**config.mk**
```make
export PLATFORM = sky130hd
export DESIGN_NAME = chunked_image_transfer_sender_top
export DESIGN_NICKNAME = d
export VERILOG_FILES = /design/src/rtl/cits_pkg.sv /design/src/rtl/cits_div.sv /design/src/rtl/chunked_image_transfer_sender_top.sv
export SDC_FILE = /design/constraint.sdc
export NUM_CORES = 2
export LEC_CHECK = 0
export BUFFER_PORTS_ARGS = -buffer_cell sky130_fd_sc_hd__clkbuf_2
export CAP_MARGIN = 10
export CORE_MARGIN = 2
export CORE_UTILIZATION = 40
export CTS_CLUSTER_DIAMETER = 200
export DETAILED_ROUTE_END_ITERATION = 12
export SYNTH_ARGS = -nofsm -noshare
export SYNTH_HDL_FRONTEND = slang
export SYNTH_SLANG_ARGS = --single-unit
```
**constraint.sdc**
```tcl
create_clock -name clk -period 10.6 [get_ports clk]
set_clock_uncertainty 0.1 [all_clocks]
set_input_delay 0.53 -clock clk [delete_from_list [all_inputs] [get_ports clk]]
set_output_delay 0.53 -clock clk [all_outputs]
set_load 0.05 [all_outputs]
```
**src/rtl/cits_pkg.sv**
```systemverilog
// Package: types, codes and constants of the chunked image transfer sender.
`timescale 1ns / 1ps
package cits_pkg;

  localparam logic [2:0] OP_PHOTO   = 3'd0;
  localparam logic [2:0] OP_REQ     = 3'd1;
  localparam logic [2:0] OP_BACK    = 3'd2;
  localparam logic [2:0] OP_CACK    = 3'd3;
  localparam logic [2:0] OP_SPI     = 3'd4;
  localparam logic [2:0] OP_RES     = 3'd5;
  localparam logic [2:0] OP_TICK    = 3'd6;
  localparam logic [2:0] OP_UNKNOWN = 3'd7;

  localparam logic [2:0] MK_NONE  = 3'd0;
  localparam logic [2:0] MK_BEGIN = 3'd1;
  localparam logic [2:0] MK_READY = 3'd2;
  localparam logic [2:0] MK_SPI   = 3'd3;
  localparam logic [2:0] MK_END   = 3'd4;
  localparam logic [2:0] MK_ABORT = 3'd5;
  localparam logic [2:0] MK_OK    = 3'd6;
  localparam logic [2:0] MK_FAIL  = 3'd7;

  localparam logic [3:0] AR_NONE      = 4'd0;
  localparam logic [3:0] AR_SHORT_BEG = 4'd1;
  localparam logic [3:0] AR_REJECTED  = 4'd2;
  localparam logic [3:0] AR_SHORT_CHK = 4'd3;
  localparam logic [3:0] AR_NAK       = 4'd4;
  localparam logic [3:0] AR_ACK_IDX   = 4'd5;
  localparam logic [3:0] AR_RANGE     = 4'd6;
  localparam logic [3:0] AR_SPI_FAIL  = 4'd7;
  localparam logic [3:0] AR_SPI_IDX   = 4'd8;
  localparam logic [3:0] AR_TIMEOUT   = 4'd9;

  localparam logic [2:0] ST_IDLE   = 3'd0;
  localparam logic [2:0] ST_BEGIN  = 3'd1;
  localparam logic [2:0] ST_CHUNK  = 3'd2;
  localparam logic [2:0] ST_SPI    = 3'd3;
  localparam logic [2:0] ST_RESULT = 3'd4;

  localparam logic [2:0] REG_DEFAULT  = 3'd0;
  localparam logic [2:0] REG_MAX      = 3'd1;
  localparam logic [2:0] REG_TIMEOUT  = 3'd2;
  localparam logic [2:0] REG_OWN      = 3'd3;
  localparam logic [2:0] REG_FALLBACK = 3'd4;

  localparam logic [3:0] BEGIN_MIN_LEN = 4'd4;
  localparam logic [3:0] ACK_MIN_LEN   = 4'd5;
  localparam logic [7:0] MISSING_STATUS = 8'hFF;

  typedef struct packed {
    logic [2:0]  op;
    logic [7:0]  sender_node;
    logic [3:0]  payload_len;
    logic [7:0]  status_code;
    logic [15:0] chunk_index;
    logic [15:0] offered_chunk;
    logic [7:0]  session_id;
    logic [31:0] photo_id;
    logic [31:0] file_bytes;
    logic [31:0] file_crc;
    logic        file_ok;
  } in_item_t;

  typedef struct packed {
    logic [2:0]  msg_kind;
    logic [7:0]  receiver_node;
    logic [31:0] xfer_image_id;
    logic [31:0] total_bytes;
    logic [15:0] chunk_bytes;
    logic [31:0] image_crc;
    logic [15:0] out_chunk_index;
    logic [31:0] byte_offset;
    logic [15:0] byte_len;
    logic [3:0]  abort_reason;
    logic [7:0]  ok_count;
    logic [7:0]  err_count;
  } out_item_t;

  // Request to and answer from the shared divider.
  typedef struct packed {
    logic        start;
    logic [31:0] dividend;
    logic [15:0] divisor;
  } div_req_t;

  typedef struct packed {
    logic        busy;
    logic        done;
    logic [31:0] quotient;
  } div_rsp_t;

endpackage

```
**src/rtl/cits_div.sv**
```systemverilog
// Shared restoring divider: one quotient bit per cycle, ceiling of a/b.
`timescale 1ns / 1ps
module cits_div (
  input  logic              clk,
  input  logic              rst,
  input  cits_pkg::div_req_t req,
  output cits_pkg::div_rsp_t rsp
);

  logic [5:0]  count;
  logic        busy;
  logic        done;
  logic [32:0] num;
  logic [16:0] rem;
  logic [15:0] dvs;
  logic [32:0] quo;
  logic [17:0] trial;

  // Ceiling: divide (a + b - 1) by b; the numerator needs 33 bits.
  assign trial = {rem, num[32]} - {2'b00, dvs};

  always_ff @(posedge clk) begin
    if (rst) begin
      busy  <= 1'b0;
      done  <= 1'b0;
      count <= '0;
    end else begin
      done <= 1'b0;
      if (req.start) begin
        busy  <= 1'b1;
        count <= 6'd33;
        num   <= {1'b0, req.dividend} + {17'd0, req.divisor} - 33'd1;
        dvs   <= req.divisor;
        rem   <= '0;
        quo   <= '0;
      end else if (busy) begin
        if (!trial[17]) begin
          rem <= trial[16:0];
          quo <= {quo[31:0], 1'b1};
        end else begin
          rem <= {rem[15:0], num[32]};
          quo <= {quo[31:0], 1'b0};
        end
        num   <= {num[31:0], 1'b0};
        count <= count - 6'd1;
        if (count == 6'd1) begin
          busy <= 1'b0;
          done <= 1'b1;
        end
      end
    end
  end

  assign rsp.busy     = busy;
  assign rsp.done     = done;
  assign rsp.quotient = quo[31:0];

endmodule

```
**src/rtl/chunked_image_transfer_sender_top.sv**
```systemverilog
// Top level of the chunked image transfer sender.
`timescale 1ns / 1ps
// Channel | Signals                          | Direction
// input   | in_valid, in_ready, in_data      | events into the block
// output  | out_valid, out_ready, out_data   | one result per event
// config  | cfg_we, cfg_index, cfg_data      | register writes, no wait
//
// Every event gives exactly one result transfer. Most events go from the accept
// through one execute state straight to offering the result. An accepted request
// or a usable chunk size offer runs the shared bit-serial divider for the chunk
// count: 33 steps while waiting in SQ_DIV. A chunk ack multiplies chunk index by
// chunk size and checks the range in a further state, SQ_MUL. Reset is synchronous;
// it resets registers and transfer state, not the held event, result or operands.
// The block takes no new event while a result waits for out_ready.
module chunked_image_transfer_sender_top (
  input  logic                clk,
  input  logic                rst,
  input  logic                in_valid,
  output logic                in_ready,
  input  cits_pkg::in_item_t  in_data,
  output logic                out_valid,
  input  logic                out_ready,
  output cits_pkg::out_item_t out_data,
  input  logic                cfg_we,
  input  logic [2:0]          cfg_index,
  input  logic [15:0]         cfg_data
);

  localparam logic [2:0] SQ_IDLE = 3'd0;
  localparam logic [2:0] SQ_EXEC = 3'd1;
  localparam logic [2:0] SQ_DIV  = 3'd2;
  localparam logic [2:0] SQ_MUL  = 3'd3;
  localparam logic [2:0] SQ_OUT  = 3'd4;

  logic [15:0] r_default, r_max, r_timeout;
  logic [7:0]  r_own, r_fallback;

  logic [2:0]  seq;
  cits_pkg::in_item_t ev;
  cits_pkg::out_item_t res;

  logic [2:0]  xfer_state;
  logic        photo_available;
  logic [31:0] last_photo_id, cur_image_id, cur_total_bytes, cur_crc;
  logic [31:0] total_chunk_count, next_chunk;
  logic [15:0] cur_chunk_bytes, stuck_ticks;
  logic [7:0]  peer_node, session_byte, good_transfers, bad_transfers;
  logic [47:0] product;

  cits_pkg::div_req_t dreq;
  cits_pkg::div_rsp_t drsp;

  cits_div u_div (.clk(clk), .rst(rst), .req(dreq), .rsp(drsp));

  logic [15:0] clamp;
  logic [16:0] stuck_inc;
  logic        offer_ok;
  logic [32:0] remain;
  logic [31:0] next_inc;

  always_comb begin
    clamp = (r_default > r_max) ? r_max : r_default;
    if (clamp == 16'd0) clamp = 16'd1;
    offer_ok  = (ev.offered_chunk != 16'd0) && (ev.offered_chunk <= r_max);
    stuck_inc = {1'b0, stuck_ticks} + 17'd1;
    remain    = {1'b0, cur_total_bytes} - product[32:0];
    next_inc  = next_chunk + 32'd1;
  end

  assign in_ready  = (seq == SQ_IDLE);
  assign out_valid = (seq == SQ_OUT);

  // Counters are shown as they stand after the event; they only move while
  // the event executes, so the live registers are right while the result waits.
  always_comb begin
    out_data           = res;
    out_data.ok_count  = good_transfers;
    out_data.err_count = bad_transfers;
  end

  always_ff @(posedge clk) begin
    if (rst) begin
      r_default  <= 16'd256;
      r_max      <= 16'd256;
      r_timeout  <= 16'd10;
      r_own      <= 8'd0;
      r_fallback <= 8'd1;
    end else if (cfg_we) begin
      unique case (cfg_index)
        cits_pkg::REG_DEFAULT:  r_default  <= cfg_data;
        cits_pkg::REG_MAX:      r_max      <= cfg_data;
        cits_pkg::REG_TIMEOUT:  r_timeout  <= cfg_data;
        cits_pkg::REG_OWN:      r_own      <= cfg_data[7:0];
        cits_pkg::REG_FALLBACK: r_fallback <= cfg_data[7:0];
        default: ;
      endcase
    end
  end

  always_ff @(posedge clk) begin
    if (rst) begin
      seq <= SQ_IDLE;
      xfer_state <= cits_pkg::ST_IDLE;
      photo_available <= 1'b0;
      last_photo_id <= '0; peer_node <= '0; cur_image_id <= '0;
      cur_total_bytes <= '0; cur_crc <= '0; cur_chunk_bytes <= '0;
      total_chunk_count <= '0; next_chunk <= '0; stuck_ticks <= '0;
      session_byte <= '0; good_transfers <= '0; bad_transfers <= '0;
      dreq.start <= 1'b0;
    end else begin
      unique case (seq)
        SQ_IDLE: begin
          if (in_valid) begin
            ev  <= in_data;
            res <= '0;
            seq <= SQ_EXEC;
          end
        end
        SQ_EXEC: begin
          seq <= SQ_OUT;
          unique case (ev.op)
            cits_pkg::OP_PHOTO: begin
              if (ev.file_ok) begin
                last_photo_id <= ev.photo_id;
                photo_available <= 1'b1;
              end
            end
            cits_pkg::OP_REQ: begin
              if (xfer_state == cits_pkg::ST_IDLE && photo_available && ev.file_ok &&
                  ev.file_bytes != 32'd0) begin
                peer_node       <= (ev.sender_node != r_own) ? ev.sender_node : r_fallback;
                cur_image_id    <= last_photo_id;
                cur_total_bytes <= ev.file_bytes;
                cur_crc         <= ev.file_crc;
                cur_chunk_bytes <= clamp;
                next_chunk      <= '0;
                stuck_ticks     <= '0;
                xfer_state      <= cits_pkg::ST_BEGIN;
                dreq.start      <= 1'b1;
                dreq.dividend   <= ev.file_bytes;
                dreq.divisor    <= clamp;
                seq             <= SQ_DIV;
                res.msg_kind    <= cits_pkg::MK_BEGIN;
                res.receiver_node <= (ev.sender_node != r_own) ? ev.sender_node : r_fallback;
                res.xfer_image_id <= last_photo_id;
                res.total_bytes <= ev.file_bytes;
                res.chunk_bytes <= clamp;
                res.image_crc   <= ev.file_crc;
              end
            end
            cits_pkg::OP_BACK: begin
              if (xfer_state == cits_pkg::ST_BEGIN) begin
                res.receiver_node <= peer_node;
                if (ev.payload_len < cits_pkg::BEGIN_MIN_LEN) begin
                  xfer_state <= cits_pkg::ST_IDLE;
                  bad_transfers <= bad_transfers + 8'd1;
                  res.msg_kind <= cits_pkg::MK_ABORT;
                  res.abort_reason <= cits_pkg::AR_SHORT_BEG;
                end else begin
                  session_byte <= ev.session_id;
                  if (ev.status_code != 8'd0) begin
                    xfer_state <= cits_pkg::ST_IDLE;
                    bad_transfers <= bad_transfers + 8'd1;
                    res.msg_kind <= cits_pkg::MK_ABORT;
                    res.abort_reason <= cits_pkg::AR_REJECTED;
                  end else begin
                    next_chunk  <= '0;
                    stuck_ticks <= '0;
                    xfer_state  <= cits_pkg::ST_CHUNK;
                    res.msg_kind <= cits_pkg::MK_READY;
                    res.chunk_bytes <= offer_ok ? ev.offered_chunk : cur_chunk_bytes;
                    if (offer_ok) begin
                      cur_chunk_bytes <= ev.offered_chunk;
                      dreq.start    <= 1'b1;
                      dreq.dividend <= cur_total_bytes;
                      dreq.divisor  <= ev.offered_chunk;
                      seq           <= SQ_DIV;
                    end
                  end
                end
              end
            end
            cits_pkg::OP_CACK: begin
              if (xfer_state == cits_pkg::ST_CHUNK) begin
                res.receiver_node <= peer_node;
                if (ev.payload_len < cits_pkg::ACK_MIN_LEN) begin
                  xfer_state <= cits_pkg::ST_IDLE;
                  bad_transfers <= bad_transfers + 8'd1;
                  res.msg_kind <= cits_pkg::MK_ABORT;
                  res.abort_reason <= cits_pkg::AR_SHORT_CHK;
                end else if (ev.status_code != 8'd0) begin
                  xfer_state <= cits_pkg::ST_IDLE;
                  bad_transfers <= bad_transfers + 8'd1;
                  res.msg_kind <= cits_pkg::MK_ABORT;
                  res.abort_reason <= cits_pkg::AR_NAK;
                end else if (ev.chunk_index != next_chunk[15:0]) begin
                  xfer_state <= cits_pkg::ST_IDLE;
                  bad_transfers <= bad_transfers + 8'd1;
                  res.msg_kind <= cits_pkg::MK_ABORT;
                  res.abort_reason <= cits_pkg::AR_ACK_IDX;
                end else begin
                  // A 32 by 16 bit product; the range check follows in the SQ_MUL state.
                  product <= {16'd0, next_chunk} * {32'd0, cur_chunk_bytes};
                  seq <= SQ_MUL;
                end
              end
            end
            cits_pkg::OP_SPI: begin
              if (xfer_state == cits_pkg::ST_SPI) begin
                res.receiver_node <= peer_node;
                if (ev.status_code != 8'd0) begin
                  xfer_state <= cits_pkg::ST_IDLE;
                  bad_transfers <= bad_transfers + 8'd1;
                  res.msg_kind <= cits_pkg::MK_ABORT;
                  res.abort_reason <= cits_pkg::AR_SPI_FAIL;
                end else if (ev.chunk_index != next_chunk[15:0]) begin
                  xfer_state <= cits_pkg::ST_IDLE;
                  bad_transfers <= bad_transfers + 8'd1;
                  res.msg_kind <= cits_pkg::MK_ABORT;
                  res.abort_reason <= cits_pkg::AR_SPI_IDX;
                end else begin
                  next_chunk  <= next_inc;
                  stuck_ticks <= '0;
                  if (next_inc < total_chunk_count) begin
                    xfer_state <= cits_pkg::ST_CHUNK;
                    res.msg_kind <= cits_pkg::MK_READY;
                    res.chunk_bytes <= cur_chunk_bytes;
                    res.out_chunk_index <= next_inc[15:0];
                  end else begin
                    xfer_state <= cits_pkg::ST_RESULT;
                    res.msg_kind <= cits_pkg::MK_END;
                  end
                end
              end
            end
            cits_pkg::OP_RES: begin
              if (xfer_state == cits_pkg::ST_RESULT) begin
                xfer_state <= cits_pkg::ST_IDLE;
                if (ev.payload_len != 4'd0 && ev.status_code == 8'd0) begin
                  good_transfers <= good_transfers + 8'd1;
                  res.msg_kind <= cits_pkg::MK_OK;
                end else begin
                  bad_transfers <= bad_transfers + 8'd1;
                  res.msg_kind <= cits_pkg::MK_FAIL;
                end
              end
            end
            cits_pkg::OP_TICK: begin
              if (xfer_state != cits_pkg::ST_IDLE) begin
                stuck_ticks <= stuck_inc[15:0];
                if (stuck_inc[15:0] >= r_timeout) begin
                  xfer_state <= cits_pkg::ST_IDLE;
                  bad_transfers <= bad_transfers + 8'd1;
                  res.msg_kind <= cits_pkg::MK_ABORT;
                  res.receiver_node <= peer_node;
                  res.abort_reason <= cits_pkg::AR_TIMEOUT;
                end
              end
            end
            default: ;
          endcase
        end
        SQ_DIV: begin
          // Wait for the divider; the start pulse lands in the first cycle here.
          dreq.start <= 1'b0;
          if (drsp.done) begin
            total_chunk_count <= drsp.quotient;
            seq <= SQ_OUT;
          end
        end
        SQ_MUL: begin
          seq <= SQ_OUT;
          if (product[47:32] != 16'd0 || product[31:0] >= cur_total_bytes) begin
            xfer_state <= cits_pkg::ST_IDLE;
            bad_transfers <= bad_transfers + 8'd1;
            res.msg_kind <= cits_pkg::MK_ABORT;
            res.abort_reason <= cits_pkg::AR_RANGE;
          end else begin
            stuck_ticks <= '0;
            xfer_state <= cits_pkg::ST_SPI;
            res.msg_kind <= cits_pkg::MK_SPI;
            res.chunk_bytes <= cur_chunk_bytes;
            res.out_chunk_index <= next_chunk[15:0];
            res.byte_offset <= product[31:0];
            res.byte_len <= (remain < {17'd0, cur_chunk_bytes}) ? remain[15:0]
                                                               : cur_chunk_bytes;
          end
        end
        SQ_OUT: begin
          if (out_ready) seq <= SQ_IDLE;
        end
        default: seq <= SQ_IDLE;
      endcase
    end
  end

`ifndef SYNTHESIS
  a_ready_out: assert property (@(posedge clk) disable iff (rst)
    !(in_ready && out_valid)) else $error("ready while result pending");
  a_div_seq: assert property (@(posedge clk) disable iff (rst)
    drsp.done |-> seq == SQ_DIV) else $error("divider finished outside wait");
  a_out_hold: assert property (@(posedge clk) disable iff (rst)
    out_valid && !out_ready |=> out_valid) else $error("result dropped");
`endif

endmodule
```
==> results.sh <==
export IMPL_status="completed"
export IMPL_clock_power_share=0.451
export IMPL_ys_seq_area_frac=0.383
export IMPL_r2r_setup_slack_ns=2.42
export IMPL_worst_path_most_repeated_cell="sky130_fd_sc_hd__fa_1"
export IMPL_layout_drive_gt1_share=0.108
export IMPL_grt_pass1_vias=43200
export IMPL_post_cts_resize_count=0
export IMPL_yosys_warnings=0
export IMPL_report_final_slew_viol_count=0
export IMPL_synthesis_nets=6782
export IMPL_firstDrtPassIters=6
export IMPL_async_flop_share=0
export IMPL_num_antenna_cells=0
export IMPL_gr_total_overflow=0
export IMPL_timing_critical_path_slowest_stage_cell="sky130_fd_sc_hd__dfxtp_1"
export IMPL_ys_types=82
export IMPL_timing_critical_path_slowest_cell_delay_ns=1.02
export IMPL_syn_cell_area_mm2=0.0559
export IMPL_rr_worst_depth=19
export IMPL_synthToLayoutAreaGrowth_pct=15.2
export IMPL_postSynth_topFlopCell="sky130_fd_sc_hd__edfxtp_1"
export IMPL_hold_depth=3
export IMPL_power_mw=7.25
export IMPL_power_switching_fraction=0.240
export IMPL_synth_enable_flop_cells=537
export IMPL_clockRootBuffer="sky130_fd_sc_hd__clkbuf_16"
export IMPL_tightest_hold_check_type="in -> reg"
export IMPL_area_of_the_multi_input_gates_mm2=0.0305
export IMPL_synth_seq_cells=801
export IMPL_worstMarginPinSlew_ns=1.17
export IMPL_power_ir_vdd_worst_mv=0.114
export IMPL_cts_htree_levels=3
export IMPL_antenna_violating_nets_left=0
export IMPL_antenna_found_initial=3
export IMPL_launching_element_type_of_the_critical_path="register"
export IMPL_hold_path_startpoint="cfg_data[7]"
export IMPL_clk_pin_slew_worst_paths_ns=0.06
export IMPL_headroom_to_the_max_slew_limit=0.214
export IMPL_post_synth_inst_count=5830
export IMPL_cts_sink_count=801
export IMPL_setup_viol_count_final=0
export IMPL_die_width_um=378
export IMPL_final_fill_count=13100
export IMPL_drc_violation_total_after_the_first_tritonroute_iteration=3428
export IMPL_worst_hold_path_endpoint="r_fallback[7]"
export IMPL_critical_path_endpoint_type="register"
export IMPL_drc_errors=0
export IMPL_rr_startpoint="cur_chunk_bytes[11]"
export IMPL_worstPathMaxFanout=17
export IMPL_cts_buffers_inserted=90
export IMPL_utilization=0.463
export IMPL_path_cells="nand2_1 > fa_1 > inv_1 > fa_1 > fa_1 > fa_1 > fa_1 > inv_1 > fa_1 > inv_1 > ha_1 > and3_1 > nand4_1 > o21a_1 > o41ai_1 > a21oi_1 > o21ai_0 > a311oi_1 > xnor2_1"
export IMPL_cp_num_cells=19
export IMPL_grt_max_degree=138
export IMPL_routed_wire_length_per_instance_um=20.3
export IMPL_maximum_operating_frequency_mhz=122
export IMPL_drt_wl_total_um=166000
export IMPL_fp_dieArea_mm2=0.143
export IMPL_cellInternalPower_mw=5.51
export IMPL_gp_congestion=0.931
export IMPL_ctsLongestPathBuffers=3
export IMPL_count_of_buffers_from_port_buffering=384
export IMPL_gr_usage_all_layers=0.231
export IMPL_maxCapViolations=0
export IMPL_die_height_um=378
export IMPL_core_box_area_mm2=0.139
export IMPL_most_common_layout_cells="sky130_fd_sc_hd__nand2_1 (859), sky130_fd_sc_hd__inv_1 (754), sky130_fd_sc_hd__edfxtp_1 (537), sky130_fd_sc_hd__fa_1 (421), sky130_fd_sc_hd__a21oi_1 (396)"
export IMPL_routed_via_count=43200
export IMPL_regArea_mm2=0.0214
export IMPL_rsz0062_at_grt="false"
export IMPL_timing_setup_tns_ns=0
export IMPL_nNetsFinal=7173
export IMPL_crit_buf_inv=3
export IMPL_combPwrFrac=0.071
export IMPL_tritoncts_clock_tree="built"
export IMPL_critical_path_top_delay_family="adder cells"
export IMPL_i_o_pin_cnt=393
export IMPL_routed_via_density=5.28
export IMPL_total_leakage_power_nw=27.1
export IMPL_initial_core_util=0.402
export IMPL_synth_avg_cell_area_um2=9.59
export IMPL_worstPathRequired_ns=10.93
export IMPL_timing_critical_path_arrival_ns=8.52
export IMPL_sequentialPowerShare=0.477
export IMPL_floorplan_rows=137
export IMPL_grt_first_pass_wirelength_um=255000
export IMPL_regToRegEndpoint="product[46]"
export IMPL_finalCriticalPeriod_ns=8.18
export IMPL_clkLatencyLatePin_ns=0.71
export IMPL_post_dp_hpwl_um=121000
export IMPL_power_net_switching_mw=1.74
export IMPL_power_per_cell_area_mw_per_mm2=113
export IMPL_hold_viol=0
export IMPL_mostFrequentLayoutCell="sky130_fd_sc_hd__nand2_1"
export IMPL_setup_crit_path_kind="reg -> reg"
export IMPL_final_critical_path_share_of_the_clock_period=0.772
export IMPL_hold_worst_slack_ns=0.0639
## logic make-up after synthesis
kind of cell	synth area share
AOI/OAI and AO/OA	0.111
xor gates and xnor gates	0.0276
adders and majority gates	0.228
buffers and inverters	0.0739
DFF	0.383
muxes	0.0131
and+or+nand+nor	0.163
## through the flow
| step | instances | area, µm² | setup WS [ns] |
|---|---|---|---|
| after CTS | 8174 | 64400 | 2.42 |
| after global routing | 8174 | 64400 | 1.92 |
| final | 8174 | 64400 | 2.42 |
| after floorplan | 5830 | 55900 | 1.52 |
| after global placement | 7845 | 59700 | 2.57 |
| after detailed placement | 7845 | 59700 | 2.42 |
## sequential cells by signal (all words and copies together), names as in the netlist, 33 cells and up
register / cells
ev: 152
dreq: 49
u_div.num: 33
out_data: 191
product: 48
## worst max path at each step
stage	start	endpoint
2_1_floorplan	seq[1]	ev[0]
3_3_place_gp	cur_chunk_bytes[1]	product[46]
3_5_place_dp	cur_chunk_bytes[11]	product[46]
4_1_cts	cur_chunk_bytes[11]	product[46]
5_1_grt	cur_chunk_bytes[1]	product[46]
6_report	cur_chunk_bytes[11]	product[46]
## cell type report
cell class | instances | area share
clock buffer | 130 | 0.0405
multi-input combinational | 3936 | 0.473
tap | 1876 | 0.0364
clock inverter | 39 | 0.00775
inverter | 757 | 0.0441
sequential | 801 | 0.332
timing repair buffer | 635 | 0.0655
## per-layer routing
metal	routed length, µm	global-route usage
met5	13	0
met1	71500	0.308
met4	5090	0.0739
met2	77900	0.382
met3	11500	0.0403
## repair_timing
action | CTS | global route
hold buffers | 160 | 0
buffers inserted | 0 | 0
endpoints found under the hold margin | 174 | 0
## tightest hold or removal path, cell delays in order
cell and delay, ns:
sky130_fd_sc_hd__clkbuf_2 0.14, sky130_fd_sc_hd__nand2_1 0.08, sky130_fd_sc_hd__a21oi_1 0.05
## power groups by stage
stage	clock, mW	combinational (mW)	sequential (mW)
after detailed placement	0	0.465	3.52
after floorplan	0	0.194	3.63
final	3.27	0.518	3.46
after global placement	0	0.462	3.52
after global routing	3.45	0.553	3.46
after CTS	3.34	0.516	3.46
## synthesized netlist by cell type (8+ instances only)
library cell | n | share of area
sky130_fd_sc_hd__a211o_1 | 18 | 0.0028
sky130_fd_sc_hd__nand3_1 | 68 | 0.0061
sky130_fd_sc_hd__and3_1 | 128 | 0.014
sky130_fd_sc_hd__nand3b_1 | 25 | 0.0034
sky130_fd_sc_hd__a31oi_1 | 23 | 0.0026
sky130_fd_sc_hd__a21oi_1 | 399 | 0.036
sky130_fd_sc_hd__a21o_1 | 96 | 0.013
sky130_fd_sc_hd__inv_1 | 755 | 0.051
sky130_fd_sc_hd__clkbuf_1 | 315 | 0.021
sky130_fd_sc_hd__nand2_1 | 861 | 0.058
sky130_fd_sc_hd__nor2_1 | 298 | 0.020
sky130_fd_sc_hd__a211oi_1 | 39 | 0.0052
sky130_fd_sc_hd__nor3_1 | 59 | 0.0053
sky130_fd_sc_hd__and2_1 | 210 | 0.024
sky130_fd_sc_hd__ha_1 | 347 | 0.078
sky130_fd_sc_hd__mux2_2 | 25 | 0.0050
sky130_fd_sc_hd__o21ai_0 | 181 | 0.016
sky130_fd_sc_hd__o21a_1 | 39 | 0.0052
sky130_fd_sc_hd__edfxtp_1 | 537 | 0.29
sky130_fd_sc_hd__dfxtp_1 | 264 | 0.095
sky130_fd_sc_hd__xor2_1 | 70 | 0.011
sky130_fd_sc_hd__nor4_1 | 41 | 0.0046
sky130_fd_sc_hd__or4_1 | 17 | 0.0023
sky130_fd_sc_hd__fa_1 | 421 | 0.15
sky130_fd_sc_hd__xnor2_1 | 106 | 0.017
sky130_fd_sc_hd__nand4_1 | 47 | 0.0053
sky130_fd_sc_hd__or3_1 | 31 | 0.0035
sky130_fd_sc_hd__a2111oi_0 | 12 | 0.0019
sky130_fd_sc_hd__o211ai_1 | 41 | 0.0055
sky130_fd_sc_hd__o221ai_1 | 14 | 0.0022
sky130_fd_sc_hd__o31ai_1 | 17 | 0.0023
sky130_fd_sc_hd__nor2b_1 | 64 | 0.0072
sky130_fd_sc_hd__nand2b_1 | 34 | 0.0038
sky130_fd_sc_hd__buf_1 | 16 | 0.0011
sky130_fd_sc_hd__nand4b_1 | 10 | 0.0016
sky130_fd_sc_hd__mux2i_1 | 45 | 0.0081
sky130_fd_sc_hd__a221oi_1 | 10 | 0.0016
sky130_fd_sc_hd__or2_2 | 8 | 0.00090
sky130_fd_sc_hd__o21bai_1 | 20 | 0.0027
(Power assumes the default switching activity.)
